<file path="config.mk">
export PLATFORM = sky130hd
export DESIGN_NAME = sd_spi_init_and_block_read
export DESIGN_NICKNAME = d
export VERILOG_FILES = /design/src/sdspi_pkg.sv /design/src/sdspi_cfg.sv /design/src/sdspi_engine.sv /design/src/sd_spi_init_and_block_read.sv
export SDC_FILE = /design/constraint.sdc
export NUM_CORES = 1
export LEC_CHECK = 0
export BUFFER_PORTS_ARGS = -buffer_cell sky130_fd_sc_hd__buf_2
export CORE_MARGIN = 4
export CORE_UTILIZATION = 35
export CTS_CLUSTER_DIAMETER = 200
export CTS_CLUSTER_SIZE = 28
export DETAILED_ROUTE_END_ITERATION = 7
export PLACE_DENSITY = 0.6
export SLEW_MARGIN = 15
export SYNTH_ARGS = -nofsm -noshare
export SYNTH_HDL_FRONTEND = slang
export SYNTH_HIERARCHICAL = 1
export SYNTH_SLANG_ARGS = --single-unit
export TNS_END_PERCENT = 50
</file>
<file path="constraint.sdc">
create_clock -name clk -period 5.9 [get_ports clk]
set_clock_uncertainty 0.1 [all_clocks]
set_input_delay 1.18 -clock clk [delete_from_list [all_inputs] [get_ports clk]]
set_output_delay 1.18 -clock clk [all_outputs]
set_load 0.02 [all_outputs]
</file>
<file path="src/sdspi_pkg.sv">
`default_nettype none
package sdspi_pkg;

  localparam int BlockBytesDefault = 512;

  localparam logic [1:0] ACT_INIT  = 2'd0;
  localparam logic [1:0] ACT_READ  = 2'd1;
  localparam logic [1:0] ACT_BYTE  = 2'd2;
  localparam logic [1:0] ACT_DELAY = 2'd3;

  localparam logic [3:0] PH_IDLE    = 4'd0;
  localparam logic [3:0] PH_DELAY   = 4'd1;
  localparam logic [3:0] PH_CLK     = 4'd2;
  localparam logic [3:0] PH_FRAME   = 4'd3;
  localparam logic [3:0] PH_POLL    = 4'd4;
  localparam logic [3:0] PH_TRAIL   = 4'd5;
  localparam logic [3:0] PH_RELEASE = 4'd6;
  localparam logic [3:0] PH_TOKEN   = 4'd7;
  localparam logic [3:0] PH_DATA    = 4'd8;
  localparam logic [3:0] PH_CRC     = 4'd9;
  localparam logic [3:0] PH_DONE    = 4'd10;

  localparam logic [2:0] RL_EVAL0   = 3'd0;
  localparam logic [2:0] RL_EVAL8   = 3'd1;
  localparam logic [2:0] RL_AFTER55 = 3'd2;
  localparam logic [2:0] RL_EVAL41  = 3'd3;
  localparam logic [2:0] RL_EVAL58  = 3'd4;
  localparam logic [2:0] RL_FAIL5   = 3'd5;
  localparam logic [2:0] RL_FAIL6   = 3'd6;
  localparam logic [2:0] RL_OK      = 3'd7;

  localparam logic [1:0] DL_PWR = 2'd0;
  localparam logic [1:0] DL_RST = 2'd1;
  localparam logic [1:0] DL_ACT = 2'd2;

  localparam logic [5:0] CMD_GO_IDLE  = 6'd0;
  localparam logic [5:0] CMD_IF_COND  = 6'd8;
  localparam logic [5:0] CMD_READ     = 6'd17;
  localparam logic [5:0] CMD_OP_COND  = 6'd41;
  localparam logic [5:0] CMD_APP      = 6'd55;
  localparam logic [5:0] CMD_READ_OCR = 6'd58;

  localparam logic [2:0] ST_OK      = 3'd0;
  localparam logic [2:0] ST_NO_IDLE = 3'd1;
  localparam logic [2:0] ST_CMD8    = 3'd2;
  localparam logic [2:0] ST_ACMD41  = 3'd3;
  localparam logic [2:0] ST_CMD58   = 3'd4;
  localparam logic [2:0] ST_REJECT  = 3'd5;
  localparam logic [2:0] ST_TOKEN   = 3'd6;

  localparam logic [2:0] CFG_RESET_TRIES   = 3'd0;
  localparam logic [2:0] CFG_ACT_TRIES     = 3'd1;
  localparam logic [2:0] CFG_TOKEN_LIMIT   = 3'd2;
  localparam logic [2:0] CFG_POLL_LIMIT    = 3'd3;
  localparam logic [2:0] CFG_PWR_DELAY     = 3'd4;
  localparam logic [2:0] CFG_RST_DELAY     = 3'd5;
  localparam logic [2:0] CFG_ACT_DELAY     = 3'd6;
  localparam logic [2:0] CFG_IDLE_CLOCKS   = 3'd7;

  typedef struct packed {
    logic [7:0]  reset_tries;
    logic [9:0]  activate_tries;
    logic [16:0] token_wait_limit;
    logic [3:0]  response_poll_limit;
    logic [7:0]  powerup_delay_ms;
    logic [7:0]  reset_retry_delay_ms;
    logic [7:0]  activate_retry_delay_ms;
    logic [4:0]  idle_clock_bytes;
  } cfg_t;

  typedef struct packed {
    logic        spi_send;
    logic [7:0]  tx_byte;
    logic        select_active;
    logic [7:0]  delay_request_ms;
    logic        data_valid;
    logic [7:0]  data_byte;
    logic        data_last;
    logic        done_res;
    logic [2:0]  status;
    logic        high_capacity;
  } res_t;

endpackage
`default_nettype wire

</file>
<file path="src/sdspi_cfg.sv">
`default_nettype none
module sdspi_cfg (
  input  wire                  clk,
  input  wire                  rst,
  input  wire                  cfg_valid,
  input  wire  [2:0]           cfg_index,
  input  wire  [16:0]          cfg_data,
  output sdspi_pkg::cfg_t      cfg
);
  import sdspi_pkg::*;

  always_ff @(posedge clk) begin
    if (rst) begin
      cfg.reset_tries             <= 8'd10;
      cfg.activate_tries          <= 10'd1000;
      cfg.token_wait_limit        <= 17'd100000;
      cfg.response_poll_limit     <= 4'd8;
      cfg.powerup_delay_ms        <= 8'd10;
      cfg.reset_retry_delay_ms    <= 8'd10;
      cfg.activate_retry_delay_ms <= 8'd1;
      cfg.idle_clock_bytes        <= 5'd10;
    end else if (cfg_valid) begin
      case (cfg_index)
        CFG_RESET_TRIES: cfg.reset_tries             <= cfg_data[7:0];
        CFG_ACT_TRIES:   cfg.activate_tries          <= cfg_data[9:0];
        CFG_TOKEN_LIMIT: cfg.token_wait_limit        <= cfg_data;
        CFG_POLL_LIMIT:  cfg.response_poll_limit     <= cfg_data[3:0];
        CFG_PWR_DELAY:   cfg.powerup_delay_ms        <= cfg_data[7:0];
        CFG_RST_DELAY:   cfg.reset_retry_delay_ms    <= cfg_data[7:0];
        CFG_ACT_DELAY:   cfg.activate_retry_delay_ms <= cfg_data[7:0];
        CFG_IDLE_CLOCKS: cfg.idle_clock_bytes        <= cfg_data[4:0];
        default: ;
      endcase
    end
  end
endmodule
`default_nettype wire

</file>
<file path="src/sdspi_engine.sv">
`default_nettype none
module sdspi_engine #(
  parameter int BLOCK_BYTES = sdspi_pkg::BlockBytesDefault
) (
  input  wire                  clk,
  input  wire                  rst,
  input  wire                  step,
  input  wire  [1:0]           action,
  input  wire  [31:0]          sector,
  input  wire  [7:0]           rx_byte,
  input  sdspi_pkg::cfg_t      cfg,
  output sdspi_pkg::res_t      res
);
  import sdspi_pkg::*;

  localparam int BW = $clog2(BLOCK_BYTES + 1);

  logic [3:0]  phase, phase_next;
  logic [BW-1:0] byte_counter, byte_counter_next;
  logic [3:0]  poll_counter, poll_counter_next;
  logic [9:0]  retry_counter, retry_counter_next;
  logic [16:0] token_counter, token_counter_next;
  logic [47:0] frame_shift, frame_shift_next;
  logic [7:0]  last_response, last_response_next;
  logic        echo_ok, echo_ok_next;
  logic        capacity_flag, capacity_flag_next;
  logic [5:0]  cur_cmd, cur_cmd_next;
  logic [2:0]  rel_next, rel_next_next;
  logic [1:0]  delay_kind, delay_kind_next;
  logic [2:0]  done_status, done_status_next;
  logic [7:0]  delay_ms, delay_ms_next;
  logic        dv;
  logic [7:0]  dbyte;
  logic        dlast;
  logic [31:0] addr;
  logic [7:0]  r;
  logic        ph_delay;
  logic [1:0]  cont_kind;
  logic        do_cont;
  logic [1:0]  dl_kind;
  logic [7:0]  dl_ms;
  logic        do_dl;
  logic        do_frame;
  logic [5:0]  fr_cmd;
  logic [31:0] fr_arg;
  logic [7:0]  fr_crc;
  logic        do_poll;
  logic        do_after;
  logic [3:0]  poll_inc;
  logic [16:0] token_inc;
  logic [BW-1:0] byte_inc;

  always_comb begin
    phase_next         = (phase == PH_DONE) ? PH_IDLE : phase;
    byte_counter_next  = byte_counter;
    poll_counter_next  = poll_counter;
    retry_counter_next = retry_counter;
    token_counter_next = token_counter;
    frame_shift_next   = frame_shift;
    last_response_next = last_response;
    echo_ok_next       = echo_ok;
    capacity_flag_next = capacity_flag;
    cur_cmd_next       = cur_cmd;
    rel_next_next      = rel_next;
    delay_kind_next    = delay_kind;
    done_status_next   = done_status;
    delay_ms_next      = delay_ms;
    dv = 1'b0; dbyte = 8'h00; dlast = 1'b0;
    do_cont = 1'b0; cont_kind = DL_PWR;
    do_dl = 1'b0; dl_kind = DL_PWR; dl_ms = 8'h00;
    do_frame = 1'b0; fr_cmd = CMD_GO_IDLE; fr_arg = 32'h0; fr_crc = 8'hFF;
    do_poll = 1'b0; do_after = 1'b0;
    poll_inc = poll_counter + 4'd1;
    token_inc = token_counter + 17'd1;
    byte_inc = byte_counter + BW'(1);
    r = last_response;
    addr = capacity_flag ? sector : (sector * 32'(BLOCK_BYTES));
    ph_delay = (phase == PH_DELAY);

    case (action)
      ACT_INIT: begin
        capacity_flag_next = 1'b0;
        retry_counter_next = 10'd0;
        last_response_next = 8'hFF;
        do_dl = 1'b1; dl_kind = DL_PWR; dl_ms = cfg.powerup_delay_ms;
      end
      ACT_READ: begin
        last_response_next = 8'hFF;
        do_frame = 1'b1; fr_cmd = CMD_READ; fr_arg = addr; fr_crc = 8'hFF;
      end
      ACT_DELAY: begin
        if (ph_delay) begin
          do_cont = 1'b1; cont_kind = delay_kind;
        end
      end
      default: begin
        case (phase)
          PH_CLK: begin
            byte_counter_next = byte_inc;
            if (byte_inc > BW'(cfg.idle_clock_bytes)) begin
              retry_counter_next = 10'd0;
              do_cont = 1'b1; cont_kind = DL_RST;
            end
          end
          PH_FRAME: begin
            byte_counter_next = byte_inc;
            frame_shift_next = {frame_shift[39:0], 8'h00};
            if (byte_inc >= BW'(6)) do_poll = 1'b1;
          end
          PH_POLL: begin
            if (!rx_byte[7]) begin
              last_response_next = rx_byte; r = rx_byte; do_after = 1'b1;
            end else begin
              poll_counter_next = poll_inc;
              if (poll_inc >= cfg.response_poll_limit) begin
                last_response_next = 8'hFF; r = 8'hFF; do_after = 1'b1;
              end
            end
          end
          PH_TRAIL: begin
            if (cur_cmd == CMD_IF_COND) begin
              if (byte_counter == BW'(2) && rx_byte != 8'h01) echo_ok_next = 1'b0;
              if (byte_counter == BW'(3) && rx_byte != 8'hAA) echo_ok_next = 1'b0;
            end else if (byte_counter == '0) begin
              echo_ok_next = rx_byte[6];
            end
            byte_counter_next = byte_inc;
            if (byte_inc >= BW'(4)) begin
              phase_next = PH_RELEASE;
              rel_next_next = (cur_cmd == CMD_IF_COND) ? RL_EVAL8 : RL_EVAL58;
            end
          end
          PH_RELEASE: begin
            case (rel_next)
              RL_EVAL0: begin
                if (r == 8'h01) begin
                  do_frame = 1'b1; fr_cmd = CMD_IF_COND; fr_arg = 32'h000001AA;
                  fr_crc = 8'h87;
                end else begin
                  retry_counter_next = retry_counter + 10'd1;
                  do_dl = 1'b1; dl_kind = DL_RST; dl_ms = cfg.reset_retry_delay_ms;
                end
              end
              RL_EVAL8: begin
                if (r == 8'h01 && echo_ok) begin
                  retry_counter_next = 10'd0;
                  do_cont = 1'b1; cont_kind = DL_ACT;
                end else begin
                  phase_next = PH_DONE; done_status_next = ST_CMD8;
                end
              end
              RL_AFTER55: begin
                if (r > 8'h01) rel_next_next = RL_EVAL41;
                else begin
                  do_frame = 1'b1; fr_cmd = CMD_OP_COND; fr_arg = 32'h40000000;
                end
              end
              RL_EVAL41: begin
                if (r == 8'h00) begin
                  do_frame = 1'b1; fr_cmd = CMD_READ_OCR;
                end else begin
                  retry_counter_next = retry_counter + 10'd1;
                  do_dl = 1'b1; dl_kind = DL_ACT; dl_ms = cfg.activate_retry_delay_ms;
                end
              end
              RL_EVAL58: begin
                phase_next = PH_DONE;
                if (r == 8'h00) begin
                  capacity_flag_next = echo_ok; done_status_next = ST_OK;
                end else done_status_next = ST_CMD58;
              end
              RL_FAIL5: begin phase_next = PH_DONE; done_status_next = ST_REJECT; end
              RL_FAIL6: begin phase_next = PH_DONE; done_status_next = ST_TOKEN; end
              default: begin phase_next = PH_DONE; done_status_next = ST_OK; end
            endcase
          end
          PH_TOKEN: begin
            if (rx_byte == 8'hFE) begin
              byte_counter_next = '0; phase_next = PH_DATA;
            end else begin
              token_counter_next = token_inc;
              if (token_inc >= cfg.token_wait_limit) begin
                phase_next = PH_RELEASE; rel_next_next = RL_FAIL6;
              end
            end
          end
          PH_DATA: begin
            dv = 1'b1; dbyte = rx_byte;
            byte_counter_next = byte_inc;
            if (byte_inc >= BW'(BLOCK_BYTES)) begin
              dlast = 1'b1; byte_counter_next = '0; phase_next = PH_CRC;
            end
          end
          PH_CRC: begin
            byte_counter_next = byte_inc;
            if (byte_inc >= BW'(2)) begin
              phase_next = PH_RELEASE; rel_next_next = RL_OK;
            end
          end
          default: ;
        endcase
      end
    endcase

    // zero delay folds into the continuation
    if (do_dl) begin
      if (dl_ms == 8'h00) begin
        do_cont = 1'b1; cont_kind = dl_kind;
      end else begin
        delay_kind_next = dl_kind; delay_ms_next = dl_ms; phase_next = PH_DELAY;
      end
    end

    if (do_cont) begin
      case (cont_kind)
        DL_PWR: begin byte_counter_next = '0; phase_next = PH_CLK; end
        DL_RST: begin
          if (retry_counter_next >= 10'(cfg.reset_tries)) begin
            phase_next = PH_DONE; done_status_next = ST_NO_IDLE;
          end else begin
            do_frame = 1'b1; fr_cmd = CMD_GO_IDLE; fr_arg = 32'h0; fr_crc = 8'h95;
          end
        end
        default: begin
          if (retry_counter_next >= cfg.activate_tries) begin
            phase_next = PH_DONE; done_status_next = ST_ACMD41;
          end else begin
            do_frame = 1'b1; fr_cmd = CMD_APP; fr_arg = 32'h0; fr_crc = 8'hFF;
          end
        end
      endcase
    end

    if (do_frame) begin
      cur_cmd_next = fr_cmd;
      frame_shift_next = {2'b01, fr_cmd, fr_arg, fr_crc};
      byte_counter_next = '0;
      phase_next = PH_FRAME;
    end

    if (do_poll) begin
      poll_counter_next = 4'd0;
      if (cfg.response_poll_limit == 4'd0) begin
        last_response_next = 8'hFF; r = 8'hFF; do_after = 1'b1;
      end else phase_next = PH_POLL;
    end

    if (do_after) begin
      case (cur_cmd)
        CMD_GO_IDLE: begin phase_next = PH_RELEASE; rel_next_next = RL_EVAL0; end
        CMD_APP:     begin phase_next = PH_RELEASE; rel_next_next = RL_AFTER55; end
        CMD_OP_COND: begin phase_next = PH_RELEASE; rel_next_next = RL_EVAL41; end
        CMD_IF_COND, CMD_READ_OCR: begin
          byte_counter_next = '0;
          echo_ok_next = (cur_cmd == CMD_IF_COND);
          phase_next = PH_TRAIL;
        end
        default: begin
          if (r != 8'h00) begin
            phase_next = PH_RELEASE; rel_next_next = RL_FAIL5;
          end else if (cfg.token_wait_limit == 17'd0) begin
            phase_next = PH_RELEASE; rel_next_next = RL_FAIL6;
          end else begin
            token_counter_next = 17'd0; phase_next = PH_TOKEN;
          end
        end
      endcase
    end
  end

  res_t res_next;
  always_comb begin
    res_next = '0;
    res_next.data_valid = dv;
    res_next.data_byte = dbyte;
    res_next.data_last = dlast;
    res_next.high_capacity = capacity_flag_next;
    case (phase_next)
      PH_DELAY: res_next.delay_request_ms = delay_ms_next;
      PH_DONE: begin
        res_next.done_res = 1'b1; res_next.status = done_status_next;
      end
      PH_IDLE: ;
      PH_CLK, PH_RELEASE: begin
        res_next.spi_send = 1'b1; res_next.tx_byte = 8'hFF;
      end
      PH_FRAME: begin
        res_next.spi_send = 1'b1; res_next.select_active = 1'b1;
        res_next.tx_byte = frame_shift_next[47:40];
      end
      default: begin
        res_next.spi_send = 1'b1; res_next.select_active = 1'b1;
        res_next.tx_byte = 8'hFF;
      end
    endcase
  end

  always_ff @(posedge clk) begin
    if (rst) begin
      phase <= PH_IDLE; byte_counter <= '0; poll_counter <= '0; retry_counter <= '0;
      token_counter <= '0; frame_shift <= '0; last_response <= 8'hFF;
      echo_ok <= 1'b0; capacity_flag <= 1'b0; cur_cmd <= CMD_GO_IDLE;
      rel_next <= RL_EVAL0; delay_kind <= DL_PWR; done_status <= ST_OK;
      delay_ms <= 8'h00;
    end else if (step) begin
      phase <= phase_next; byte_counter <= byte_counter_next;
      poll_counter <= poll_counter_next; retry_counter <= retry_counter_next;
      token_counter <= token_counter_next; frame_shift <= frame_shift_next;
      last_response <= last_response_next; echo_ok <= echo_ok_next;
      capacity_flag <= capacity_flag_next; cur_cmd <= cur_cmd_next;
      rel_next <= rel_next_next; delay_kind <= delay_kind_next;
      done_status <= done_status_next; delay_ms <= delay_ms_next;
    end
  end

  always_ff @(posedge clk) begin
    if (step) res <= res_next;
  end

`ifndef ASSERT_OFF
  a_data_phase: assert property (@(posedge clk) disable iff (rst)
    step && dv && !dlast |=> phase == PH_DATA) else $error("data outside data phase");
  a_last_crc: assert property (@(posedge clk) disable iff (rst)
    step && dlast |=> phase == PH_CRC) else $error("last byte not followed by crc");
  a_done_idle: assert property (@(posedge clk) disable iff (rst)
    step && phase == PH_DONE && action != ACT_INIT && action != ACT_READ
    |=> phase == PH_IDLE) else $error("done not retired");
  a_read_frame: assert property (@(posedge clk) disable iff (rst)
    step && action == ACT_READ |=> phase == PH_FRAME && cur_cmd == CMD_READ)
    else $error("read start did not load a read frame");
`endif
endmodule
`default_nettype wire

</file>
<file path="src/sd_spi_init_and_block_read.sv">
`default_nettype none
// sd card spi-mode host engine: init sequence and single block read
// in channel: in_valid/in_ready with action, sector, rx_byte; each request
//   is one event (start init, start read, spi byte received, delay elapsed)
// out channel: out_valid/out_ready; exactly one result per input request,
//   naming the next spi byte to clock, a delay to wait, data or completion
// cfg channel: cfg_valid/cfg_ready with cfg_index and cfg_data, always ready;
//   write only while no request is outstanding
// the result is registered and is valid in the cycle after input accept
// throughput: one request per cycle while results are taken; the next-state logic is a single pass
//   from the state registers to the result register
// when the receiver stalls the result register holds and in_ready drops
//   only while a result waits and is not being taken this cycle
// reset: synchronous, clears the engine to idle, the capacity flag to 0
//   and the config registers to their defaults
module sd_spi_init_and_block_read #(
  parameter int BLOCK_BYTES = sdspi_pkg::BlockBytesDefault
) (
  input  wire         clk,
  input  wire         rst,
  input  wire         in_valid,
  output logic        in_ready,
  input  wire  [1:0]  action,
  input  wire  [31:0] sector,
  input  wire  [7:0]  rx_byte,
  output logic        out_valid,
  input  wire         out_ready,
  output logic        spi_send,
  output logic [7:0]  tx_byte,
  output logic        select_active,
  output logic [7:0]  delay_request_ms,
  output logic        data_valid,
  output logic [7:0]  data_byte,
  output logic        data_last,
  output logic        done_res,
  output logic [2:0]  status,
  output logic        high_capacity,
  input  wire         cfg_valid,
  output logic        cfg_ready,
  input  wire  [2:0]  cfg_index,
  input  wire  [16:0] cfg_data
);
  import sdspi_pkg::*;

  cfg_t cfg;
  res_t res;
  logic step;

  // result register refills when empty or being drained
  assign in_ready  = !out_valid || out_ready;
  assign step      = in_valid && in_ready;
  assign cfg_ready = 1'b1;

  sdspi_cfg u_cfg (
    .clk(clk), .rst(rst), .cfg_valid(cfg_valid), .cfg_index(cfg_index),
    .cfg_data(cfg_data), .cfg(cfg)
  );

  sdspi_engine #(.BLOCK_BYTES(BLOCK_BYTES)) u_engine (
    .clk(clk), .rst(rst), .step(step), .action(action), .sector(sector),
    .rx_byte(rx_byte), .cfg(cfg), .res(res)
  );

  always_ff @(posedge clk) begin
    if (rst) begin
      out_valid <= 1'b0;
    end else if (in_ready) begin
      out_valid <= in_valid;
    end
  end

  assign spi_send         = res.spi_send;
  assign tx_byte          = res.tx_byte;
  assign select_active    = res.select_active;
  assign delay_request_ms = res.delay_request_ms;
  assign data_valid       = res.data_valid;
  assign data_byte        = res.data_byte;
  assign data_last        = res.data_last;
  assign done_res         = res.done_res;
  assign status           = res.status;
  assign high_capacity    = res.high_capacity;

`ifndef ASSERT_OFF
  a_hold: assert property (@(posedge clk) disable iff (rst)
    out_valid && !out_ready |=> out_valid && $stable(res))
    else $error("stalled result changed");
  a_fill: assert property (@(posedge clk) disable iff (rst)
    step |=> out_valid) else $error("accepted request lost");
  a_status: assert property (@(posedge clk) disable iff (rst)
    out_valid && !done_res |-> status == ST_OK) else $error("status without done");
`endif
endmodule
`default_nettype wire
</file>
==> results of run 1 <==
cells by family (layout without fill, tap and decap cells):
logic type / Yosys count / after routing
DFF: 222 / 222
and+or+nand+nor: 631 / 631
xor gates and xnor gates: 38 / 38
adders and majority gates: 51 / 51
buffers and inverters: 185 / 239
AOI/OAI and AO/OA: 355 / 356
muxes: 104 / 104
other: 1 / 1
layer usage:
metal	track usage (%)	share of wire, %
met1	26.26	47
met2	29.18	45
met3	2.618	5.9
met4	4.618	2.6
met5	0	0.071
final timing paths:
check | slack, ns | to | cells past startpoint
max reg2reg | 0.45 | u_engine/res[28] | 24
min reg2reg | 0.37 | u_engine/delay_ms[3] | 2
min | 0.37 | u_engine/delay_ms[3] | 2
max | 0.45 | u_engine/res[28] | 24
critical path: stages, from the launching register on:
cell	delay, ns
dfxtp_1	0.42
and3_1	0.29
nor2b_1	0.08
or2_2	0.30
ha_1	0.28
and4_1	0.20
a21oi_1	0.13
o31ai_1	0.10
buf_4	0.15
nand4_1	0.12
nand2_2	0.10
nand2_1	0.08
nand2_1	0.10
a22o_1	0.31
ha_1	0.28
a21o_1	0.10
a21oi_1	0.06
o21ai_0	0.18
a2111oi_1	0.10
o21a_2	0.27
a21o_1	0.25
o41ai_2	0.49
and4b_4	0.34
a21o_2	0.25
a21oi_1	0.07
stage by stage:
step / power (mW) / area [µm²]
CTS: 2.968 / 14710
global placement: 2.090 / 14410
floorplan: 1.952 / 13450
global route: 3.063 / 14750
finish: 2.935 / 14750
detailed placement: 2.095 / 14410
placed cells by master (no fill, tap or decap), types with 7 or more instances in the layout:
| master | netlist | layout |
|---|---|---|
| dfxtp_1 | 189 | 188 |
| nor2_1 | 181 | 180 |
| nand2_1 | 162 | 162 |
| buf_2 | 26 | 100 |
| inv_1 | 81 | 81 |
| a21oi_1 | 81 | 81 |
| mux2i_1 | 80 | 80 |
| nand2b_1 | 69 | 69 |
| o21ai_0 | 58 | 58 |
| ha_1 | 51 | 50 |
| nor3_1 | 43 | 42 |
| nand3_1 | 41 | 41 |
| buf_4 | 3 | 37 |
| edfxtp_1 | 33 | 33 |
| a211oi_1 | 25 | 25 |
| mux2_2 | 24 | 24 |
| a221oi_2 | 21 | 21 |
| xnor2_1 | 20 | 20 |
| and2_1 | 19 | 19 |
| xor2_1 | 18 | 18 |
| nand4_1 | 16 | 16 |
| o21a_1 | 16 | 15 |
| nor2b_1 | 14 | 14 |
| nor4_1 | 13 | 13 |
| or3_1 | 13 | 13 |
| clkbuf_16 | 0 | 11 |
| o21ai_1 | 11 | 11 |
| a31oi_1 | 11 | 11 |
| a21o_1 | 12 | 11 |
| and3_1 | 11 | 10 |
| a22oi_1 | 9 | 9 |
| o22ai_1 | 8 | 8 |
| a2111oi_0 | 10 | 8 |
| a21oi_2 | 7 | 7 |
flip-flops by register name (all words and copies together), names as in the netlist, 2 cells and up:
name and flops:
u_cfg/cfg 68, u_engine/frame_shift 44, u_engine/res 33, u_engine/token_counter 17, u_engine/byte_counter 10, u_engine/retry_counter 10, u_engine/delay_ms 8, u_engine/last_response 8
u_engine/cur_cmd 6, u_engine/phase 4, u_engine/poll_counter 4, u_engine/rel_next 3, u_engine/delay_kind 2, u_engine/done_status 2
power by group:
group / internal, mW / switching [mW] / leakage (nW) / total (mW)
combinational: 0.155 / 0.286 / 3.90 / 0.441
clock: 0.364 / 0.504 / 0.147 / 0.868
sequential: 1.59 / 0.0348 / 1.87 / 1.63
cell type report:
class / instances / area [µm²]
Timing Repair Buffer: 138 / 798.3
Inverter: 85 / 319.1
Fill cell: 3891 / 23010
Tap cell: 511 / 639.4
Sequential cell: 222 / 4776
Clock buffer: 16 / 304.0
Multi-Input combinational cell: 1181 / 7913
repair_timing:
item | CTS | global route
endpoints found under the setup margin | 0 | 56
hold buffers | 0 | 0
hold endpoints to repair | 0 | 0
resized for setup | 0 | 7
setup buffers | 0 | 1
==> impl_metrics.env, run 1 <==
export IMPL_synthAdderAreaFrac_pct=4.743
export IMPL_antennaDiodeCount=0
export IMPL_final_setup_tns_ns=0
export IMPL_syn_area_per_cell_um2=8.477
export IMPL_die_width_um=204.1
export IMPL_synth_ff_type="dfxtp_1"
export IMPL_fin_ws_ns=0.4529
export IMPL_yosys_top_cells_area="dfxtp_1 (28%), edfxtp_1 (7.4%), mux2i_1 (6.0%), nor2_1 (5.1%), ha_1 (4.7%)"
export IMPL_clk_pin_slew_ns=0.12
export IMPL_hold_viol_final=0
export IMPL_crit_start="u_engine/byte_counter[0]"
export IMPL_route_vias_total=11710
export IMPL_critical_path_class="reg2reg"
export IMPL_yosysSeqAreaShare_pct=35.49
export IMPL_cts_max_path_buffers=3
export IMPL_ys_types=100
export IMPL_core_area_mm2=0.03776
export IMPL_async_flop_share_pct=0
export IMPL_required_ns=6.04
export IMPL_first_iter_violations=857
export IMPL_whs_ns=0.3703
export IMPL_via_per_inst=5.439
export IMPL_cap_viol_max_count=0
export IMPL_worstSetupStartpointType="flop"
export IMPL_clk_latency_ns=0.49
export IMPL_final_util_pct=39.07
export IMPL_synth_nets=1705
export IMPL_synth_enable_flop_cells=33
export IMPL_initial_utilization_pct=35.63
export IMPL_synthTopCellsByCount="dfxtp_1 (189), nor2_1 (181), nand2_1 (162)"
export IMPL_synth_mux_area_share_pct=7.961
export IMPL_post_route_period_util_pct=92.32
export IMPL_antenna_found_initial=2
export IMPL_finalSetupViolCount=0
export IMPL_grt_pass1_wl_um=62590
export IMPL_htreeDepth=1
export IMPL_synthCells=1587
export IMPL_layout_nets=1757
export IMPL_arrival_ns=5.58
export IMPL_first_pass_iters=8
export IMPL_yosys_area_top_type="dfxtp_1"
export IMPL_yosys_area_share_simple_pct=23.58
export IMPL_dieArea_mm2=0.04164
export IMPL_cts_tree="done"
export IMPL_fp_row_count=71
export IMPL_critPathCaptureType="flop"
export IMPL_grt_ovfl_total=0
export IMPL_dieHeight_um=204.1
export IMPL_tightest_slew_ns=1.075
export IMPL_synth_top_family_by_area="simple AND/OR/NAND/NOR gates"
export IMPL_ys_warn_count=6
export IMPL_cp_max_fo=9
export IMPL_ios=103
export IMPL_p_per_area_mw_per_mm2=199.0
export IMPL_status="complete, no violations"
export IMPL_max_freq_mhz=183.6
export IMPL_cts_root_buffer="clkbuf_16"
export IMPL_maxSlewHeadroom_pct=28.25
export IMPL_finalMaxSlewViolations=0
export IMPL_grt_max_degree=81
export IMPL_synth_compound_area_share_pct=19.70
export IMPL_place_hpwl_um=29160
export IMPL_yosysMostFrequentCell="dfxtp_1"
export IMPL_antenna_left=0
export IMPL_reg2reg_from="u_engine/byte_counter[0]"
export IMPL_port_buffers=101
export IMPL_syn_to_final_growth_pct=9.635
export IMPL_dp_slack_ns=0.2339
export IMPL_synth_area_mm2=0.01345
export IMPL_drive_gt1_share_pct=15.65
export IMPL_avgRoutedWirePerCell_um=18.29
export IMPL_gp_congestion=0.9566
export IMPL_p_leak_nw=5.910
export IMPL_dpl_cell_count=2135
export IMPL_period_needed_ns=5.447
export IMPL_cts_sinks=222
export IMPL_final_cells=2153
export IMPL_grt_pass1_vias=11274
export IMPL_rsz0062_at_grt="no"
export IMPL_min_path_type="reg2reg"
export IMPL_numCtsBuffers=11
export IMPL_ir_drop_v=0.0001373
export IMPL_synthXorXnorAreaFrac_pct=2.474
export IMPL_wl_um=39380
export IMPL_post_route_drc_count=0
export IMPL_post_synth_top_area_fraction_pct=28.13
export IMPL_grtUsageTotal_pct=18.32
export IMPL_ys_seq_elements=222
export IMPL_min_delay_start="u_engine/delay_ms[3]"
Note: power is estimated with default switching activity, not from simulation.
==> inputs of run 2 (changes only) <==
--- a/config.mk
+++ b/config.mk
@@ -11,7 +11,7 @@
 export CTS_CLUSTER_DIAMETER = 200
 export CTS_CLUSTER_SIZE = 28
 export DETAILED_ROUTE_END_ITERATION = 7
-export PLACE_DENSITY = 0.6
+export PLACE_DENSITY = 0.49
 export SLEW_MARGIN = 15
 export SYNTH_ARGS = -nofsm -noshare
 export SYNTH_HDL_FRONTEND = slang
==> impl_metrics.env, run 2 (synthesis gave the netlist of run 1 again) <==
export IMPL_antenna_left=0
export IMPL_whs_endpoint="u_engine/delay_ms[4]"
export IMPL_cts_max_path_buffers=3
export IMPL_finalMaxSlewViolations=0
export IMPL_route_vias_total=11620
export IMPL_grt_ovfl_total=0
export IMPL_syn_to_final_growth_pct=9.561
export IMPL_first_pass_iters=7
export IMPL_avgRoutedWirePerCell_um=18.89
export IMPL_initial_utilization_pct=35.63
export IMPL_ios=103
export IMPL_critPathCaptureType="flop"
export IMPL_fin_ws_ns=0.4032
export IMPL_cts_tree="done"
export IMPL_arrival_ns=5.63
export IMPL_critPathMaxStageDelay_ns=0.49
export IMPL_mostFrequentLayoutCell="dfxtp_1"
export IMPL_die_width_um=204.1
export IMPL_ir_drop_v=0.0001364
export IMPL_layout_nets=1754
export IMPL_r2r_cells=23
export IMPL_port_buffers=101
export IMPL_hold_buffers=0
export IMPL_finalSetupViolCount=0
export IMPL_maxSlewHeadroom_pct=28.57
export IMPL_first_iter_violations=750
export IMPL_cap_viol_max_count=0
export IMPL_top_regs="u_cfg/cfg x68, u_engine/frame_shift x44, u_engine/res x33"
export IMPL_largest_reg_flops=68
export IMPL_numCtsBuffers=11
export IMPL_core_area_mm2=0.03776
export IMPL_grt_max_degree=78
export IMPL_critical_path_class="reg2reg"
export IMPL_cts_sinks=222
export IMPL_gp_congestion=0.8944
export IMPL_fp_row_count=71
export IMPL_regMostFlops="u_cfg/cfg"
export IMPL_r2r_end="u_engine/res[28]"
export IMPL_p_per_area_mw_per_mm2=199.5
export IMPL_status="complete, no violations"
export IMPL_cts_root_buffer="clkbuf_16"
export IMPL_max_freq_mhz=181.9
export IMPL_clk_latency_ns=0.49
export IMPL_placed_cell_area_mm2=0.01438
export IMPL_p_leak_nw=5.902
export IMPL_post_route_period_util_pct=93.17
export IMPL_worstSetupStartpointType="flop"
export IMPL_min_delay_start="u_engine/delay_ms[4]"
export IMPL_reg2reg_from="u_engine/byte_counter[1]"
export IMPL_dieArea_mm2=0.04164
export IMPL_antennaDiodeCount=0
export IMPL_via_per_inst=5.402
export IMPL_cp_common_cell="a21oi_1"
export IMPL_cp_max_fo=9
export IMPL_min_path_type="reg2reg"
export IMPL_period_needed_ns=5.497
export IMPL_final_cell_mix="dfxtp_1 (189), nor2_1 (180), nand2_1 (162)"
export IMPL_crit_chain="and3_1, nor2b_1, or2_2, ha_1, and4_1, a21oi_1, o31ai_2, nand4_1, nand2_2, nand2_1, nand2_1, a22o_1, ha_1, a21o_1, a21oi_1, o21ai_0, a2111oi_1, o21a_2, a21o_2, o41ai_2, and4b_4, a21o_2, a21oi_1"
export IMPL_dp_slack_ns=0.2371
export IMPL_hold_depth=2
export IMPL_final_setup_tns_ns=0
export IMPL_reg2reg_slack_ns=0.40
export IMPL_grt_pass1_wl_um=63120
export IMPL_antenna_found_initial=0
export IMPL_dieHeight_um=204.1
export IMPL_post_route_drc_count=0
export IMPL_tightest_slew_ns=1.064
export IMPL_wl_um=40640
export IMPL_place_hpwl_um=30380
export IMPL_rsz0062_at_grt="no"
export IMPL_drive_gt1_share_pct=15.55
export IMPL_power_total_mw=2.940
export IMPL_clk_pin_slew_ns=0.11
export IMPL_grt_pass1_vias=11259
export IMPL_cpMaxStageDelayCell="o41ai_2"
export IMPL_required_ns=6.03
export IMPL_stdcell_area_mm2=0.01474
export IMPL_htreeDepth=1
export IMPL_grtUsageTotal_pct=18.73
export IMPL_hold_viol_final=0
[run 2: changes by cell type in the layout (fill, tap and decap cells not counted), sizes merged]
cell    before  now
buf        138  135
clkbuf      16   17
[run 2: worst max path at each step]
stage | startpoint | cells past startpoint | to
floorplan | u_engine/byte_counter[0] | 25 | u_engine/res[30]
global placement | u_engine/byte_counter[1] | 24 | u_engine/frame_shift[38]
detailed placement | u_engine/byte_counter[1] | 24 | u_engine/frame_shift[38]
CTS | u_engine/byte_counter[1] | 24 | u_engine/frame_shift[17]
global route | u_engine/byte_counter[1] | 23 | u_engine/res[28]
finish | u_engine/byte_counter[1] | 23 | u_engine/res[28]
[run 2: report_power, final]
| part | leakage (nW) | switching [mW] | internal [mW] | total, mW |
|---|---|---|---|---|
| clock | 0.149 | 0.505 | 0.367 | 0.872 |
| sequential | 1.87 | 0.0362 | 1.59 | 1.63 |
| combinational | 3.89 | 0.287 | 0.154 | 0.441 |
[run 2: repair_timing]
item / in CTS / in global routing
gates resized for setup: 0 / 8
setup buffers: 0 / 2
setup endpoints to repair: 0 / 57
[run 2: per-stage QoR]
step                util [%]  cells  hold slack [ns]
floorplan                  -   1587           0.3367
global placement       38.09   2131           0.3428
detailed placement     38.09   2131           0.3492
CTS                    38.90   2148           0.3658
global route           39.04   2151           0.3862
finish                 39.04   2151           0.3650
[run 2: worst max-delay path: cells and delay by family, from the launching register on]
kind                     cells  cell delay (ns)
AND/OR/NAND/NOR              9             1.65
flip-flops                   1             0.44
adder cells (fa/ha/maj)      2             0.57
AO/OA/AOI/OAI               12             2.44
[run 2: cell type report]
class | instances | area (µm²)
clock buffer | 17 | 307.8
fill | 3892 | 23020
inverter | 85 | 319.1
multi-input combinational | 1181 | 7919
sequential | 222 | 4775
tap | 511 | 639.4
timing repair buffer | 135 | 779.5
[run 2: per-layer routing]
metal  GRT usage [%]  wire [µm]
met1           26.28      19110
met2           29.91      18250
met3           3.205       2266
met4           5.097       1007
met5               0          0
==> inputs of run 3 (changes only) <==
--- a/config.mk
+++ b/config.mk
@@ -5,6 +5,7 @@
 export SDC_FILE = /design/constraint.sdc
 export NUM_CORES = 1
 export LEC_CHECK = 0
+export ABC_AREA = 1
 export BUFFER_PORTS_ARGS = -buffer_cell sky130_fd_sc_hd__buf_2
 export CORE_MARGIN = 4
 export CORE_UTILIZATION = 35
==> impl_metrics.env, run 3 <==
export IMPL_place_hpwl_um=33160
export IMPL_pwr_share_clk_pct=27.2
export IMPL_grt_ovfl_total=0
export IMPL_htreeDepth=1
export IMPL_internal_power_mw=2.191
export IMPL_cts_sinks=223
export IMPL_antenna_found_initial=0
export IMPL_hold_viol_final=0
export IMPL_cts_root_buffer="clkbuf_16"
export IMPL_clk_pin_slew_ns=0.12
export IMPL_dp_slack_ns=0.5283
export IMPL_yosys_area_top_type="dfxtp_1"
export IMPL_post_synth_top_area_fraction_pct=28.20
export IMPL_ys_warn_count=6
export IMPL_route_vias_total=13294
export IMPL_p_seq_share_pct=52.5
export IMPL_antennaDiodeCount=0
export IMPL_avgRoutedWirePerCell_um=17.24
export IMPL_syn_area_per_cell_um2=6.769
export IMPL_status="complete, no violations"
export IMPL_initial_utilization_pct=35.65
export IMPL_whs_ns=0.3724
export IMPL_critPathCaptureType="flop"
export IMPL_numCtsBuffers=11
export IMPL_post_route_drc_count=0
export IMPL_antenna_left=0
export IMPL_critPathTopFamily="simple AND/OR/NAND/NOR gates"
export IMPL_tightest_slew_ns=0.9744
export IMPL_worstSetupStartpointType="flop"
export IMPL_grt_pass1_vias=12733
export IMPL_critical_path_class="reg2reg"
export IMPL_finalMaxSlewViolations=0
export IMPL_layout_nets=2169
export IMPL_rsz0062_at_grt="no"
export IMPL_p_leak_nw=6.843
export IMPL_cpMaxStageDelayCell="dfxtp_1"
export IMPL_hold_buffers=0
export IMPL_syn_to_final_growth_pct=9.618
export IMPL_first_iter_violations=894
export IMPL_final_setup_tns_ns=0
export IMPL_max_freq_mhz=190.1
export IMPL_regMostFlops="u_cfg/cfg"
export IMPL_maxSlewHeadroom_pct=34.80
export IMPL_cts_tree="done"
export IMPL_grt_pass1_wl_um=70500
export IMPL_fp_row_count=71
export IMPL_final_util_pct=39.08
export IMPL_yosys_top_cells_area="dfxtp_1 (28%), nand2_1 (10%), edfxtp_1 (7.3%), nor2_1 (7.3%), inv_1 (7.3%)"
export IMPL_combinationalPowerShare_pct=20.3
export IMPL_core_area_mm2=0.03784
export IMPL_wl_um=44230
export IMPL_critPathMaxStageDelay_ns=0.53
export IMPL_required_ns=6.05
export IMPL_finalSetupViolCount=0
export IMPL_yosysSeqAreaShare_pct=35.54
export IMPL_period_needed_ns=5.261
export IMPL_power_total_mw=3.228
export IMPL_mostFrequentLayoutCell="nand2_1"
export IMPL_post_route_period_util_pct=89.16
export IMPL_drive_gt1_share_pct=9.883
export IMPL_final_cell_mix="nand2_1 (376), nor2_1 (264), inv_1 (261)"
export IMPL_dieHeight_um=204.3
export IMPL_p_per_area_mw_per_mm2=218.3
export IMPL_synth_area_mm2=0.01349
export IMPL_yosysMostFrequentCell="nand2_1"
export IMPL_clk_latency_ns=0.49
export IMPL_gp_congestion=0.8828
export IMPL_p_sw_mw=1.038
export IMPL_largest_reg_flops=68
export IMPL_fillers=4224
export IMPL_synth_nets=2111
export IMPL_cap_viol_max_count=0
export IMPL_synth_ff_type="dfxtp_1"
export IMPL_arrival_ns=5.41
export IMPL_async_flop_share_pct=0
export IMPL_cp_num_buf_inv=3
export IMPL_ys_types=59
export IMPL_ir_drop_v=0.0001493
export IMPL_ys_seq_elements=223
export IMPL_grt_max_degree=61
export IMPL_first_pass_iters=5
export IMPL_via_per_inst=5.183
export IMPL_synth_enable_flop_cells=33
export IMPL_min_path_type="reg2reg"
export IMPL_swShare_pct=32.14
export IMPL_ios=103
export IMPL_dieArea_mm2=0.04175
export IMPL_cts_max_path_buffers=3
export IMPL_synthCells=1993
export IMPL_port_buffers=101
export IMPL_fin_ws_ns=0.6395
export IMPL_top_regs="u_cfg/cfg x68, u_engine/frame_shift x44, u_engine/res x33"
export IMPL_grtUsageTotal_pct=20.77
export IMPL_cp_max_fo=9
export IMPL_synthTopCellsByCount="nand2_1 (377), nor2_1 (264), inv_1 (262)"
export IMPL_die_width_um=204.3
==> run 3: per-layer routing <==
| metal | global-route usage [%] | up-vias | part of all wire (%) |
|---|---|---|---|
| met2 | 34.70 | 301 | 46 |
| li1 | - | 6728 | - |
| met3 | 2.126 | 56 | 4.0 |
| met1 | 28.81 | 6209 | 47 |
| met5 | 0 | - | 0 |
| met4 | 5.432 | 0 | 2.7 |
==> run 3: final cells by class <==
| class | instances | area (µm²) | share of cell area [%] |
|---|---|---|---|
| clock buffer | 16 | 294.0 | 1.988 |
| inverter | 279 | 1047 | 7.082 |
| multi-input combinational | 1416 | 7351 | 49.71 |
| sequential | 223 | 4796 | 32.43 |
| tap | 511 | 639.4 | 4.324 |
| timing repair buffer | 120 | 660.6 | 4.467 |
==> run 3: path summary, 6_finish.rpt <==
check                                 from                    to  slack [ns]  cells after the start
setup / recovery  u_engine/byte_counter[2]      u_engine/res[31]        0.64                     32
hold / removal        u_engine/delay_ms[1]  u_engine/delay_ms[1]        0.37                      2
setup reg to reg  u_engine/byte_counter[2]      u_engine/res[31]        0.64                     32
hold reg to reg       u_engine/delay_ms[1]  u_engine/delay_ms[1]        0.37                      2
==> run 3: kinds of logic after synthesis <==
group / share of synthesized area (%)
xor gates and xnor gates: 1.039
and+or+nand+nor: 29.22
DFF: 35.54
adders and majority gates: 4.730
AOI/OAI and AO/OA: 19.12
muxes: 0.07420
buffers and inverters: 10.25
other: 0.02780
==> run 3: power by group through the flow <==
stage          sequential [mW]  combinational, mW  clock [mW]
2_1_floorplan             1.73              0.434           0
3_3_place_gp              1.73              0.650           0
3_5_place_dp              1.73              0.654           0
4_1_cts                   1.69              0.657       0.909
5_1_grt                   1.71              0.743       0.960
6_report                  1.69              0.657       0.877
==> run 3: what timing repair did <==
item                                    CTS  global route
buffers inserted                          0             0
gates resized for setup                   0             6
endpoints found under the setup margin    0            48
==> run 3: per-stage QoR <==
step                instance area [µm²]  cells
floorplan                         13490   1993
global placement                  14470   2549
detailed placement                14470   2549
CTS                               14760   2565
global route                      14790   2565
finish                            14790   2565
==> run 3: tightest hold or removal path, delay by kind of cell (launching register included) <==
| family | cells | cell delay, ns |
|---|---|---|
| compound gates | 1 | 0.05 |
| flops | 1 | 0.33 |
| simple gates | 1 | 0.06 |
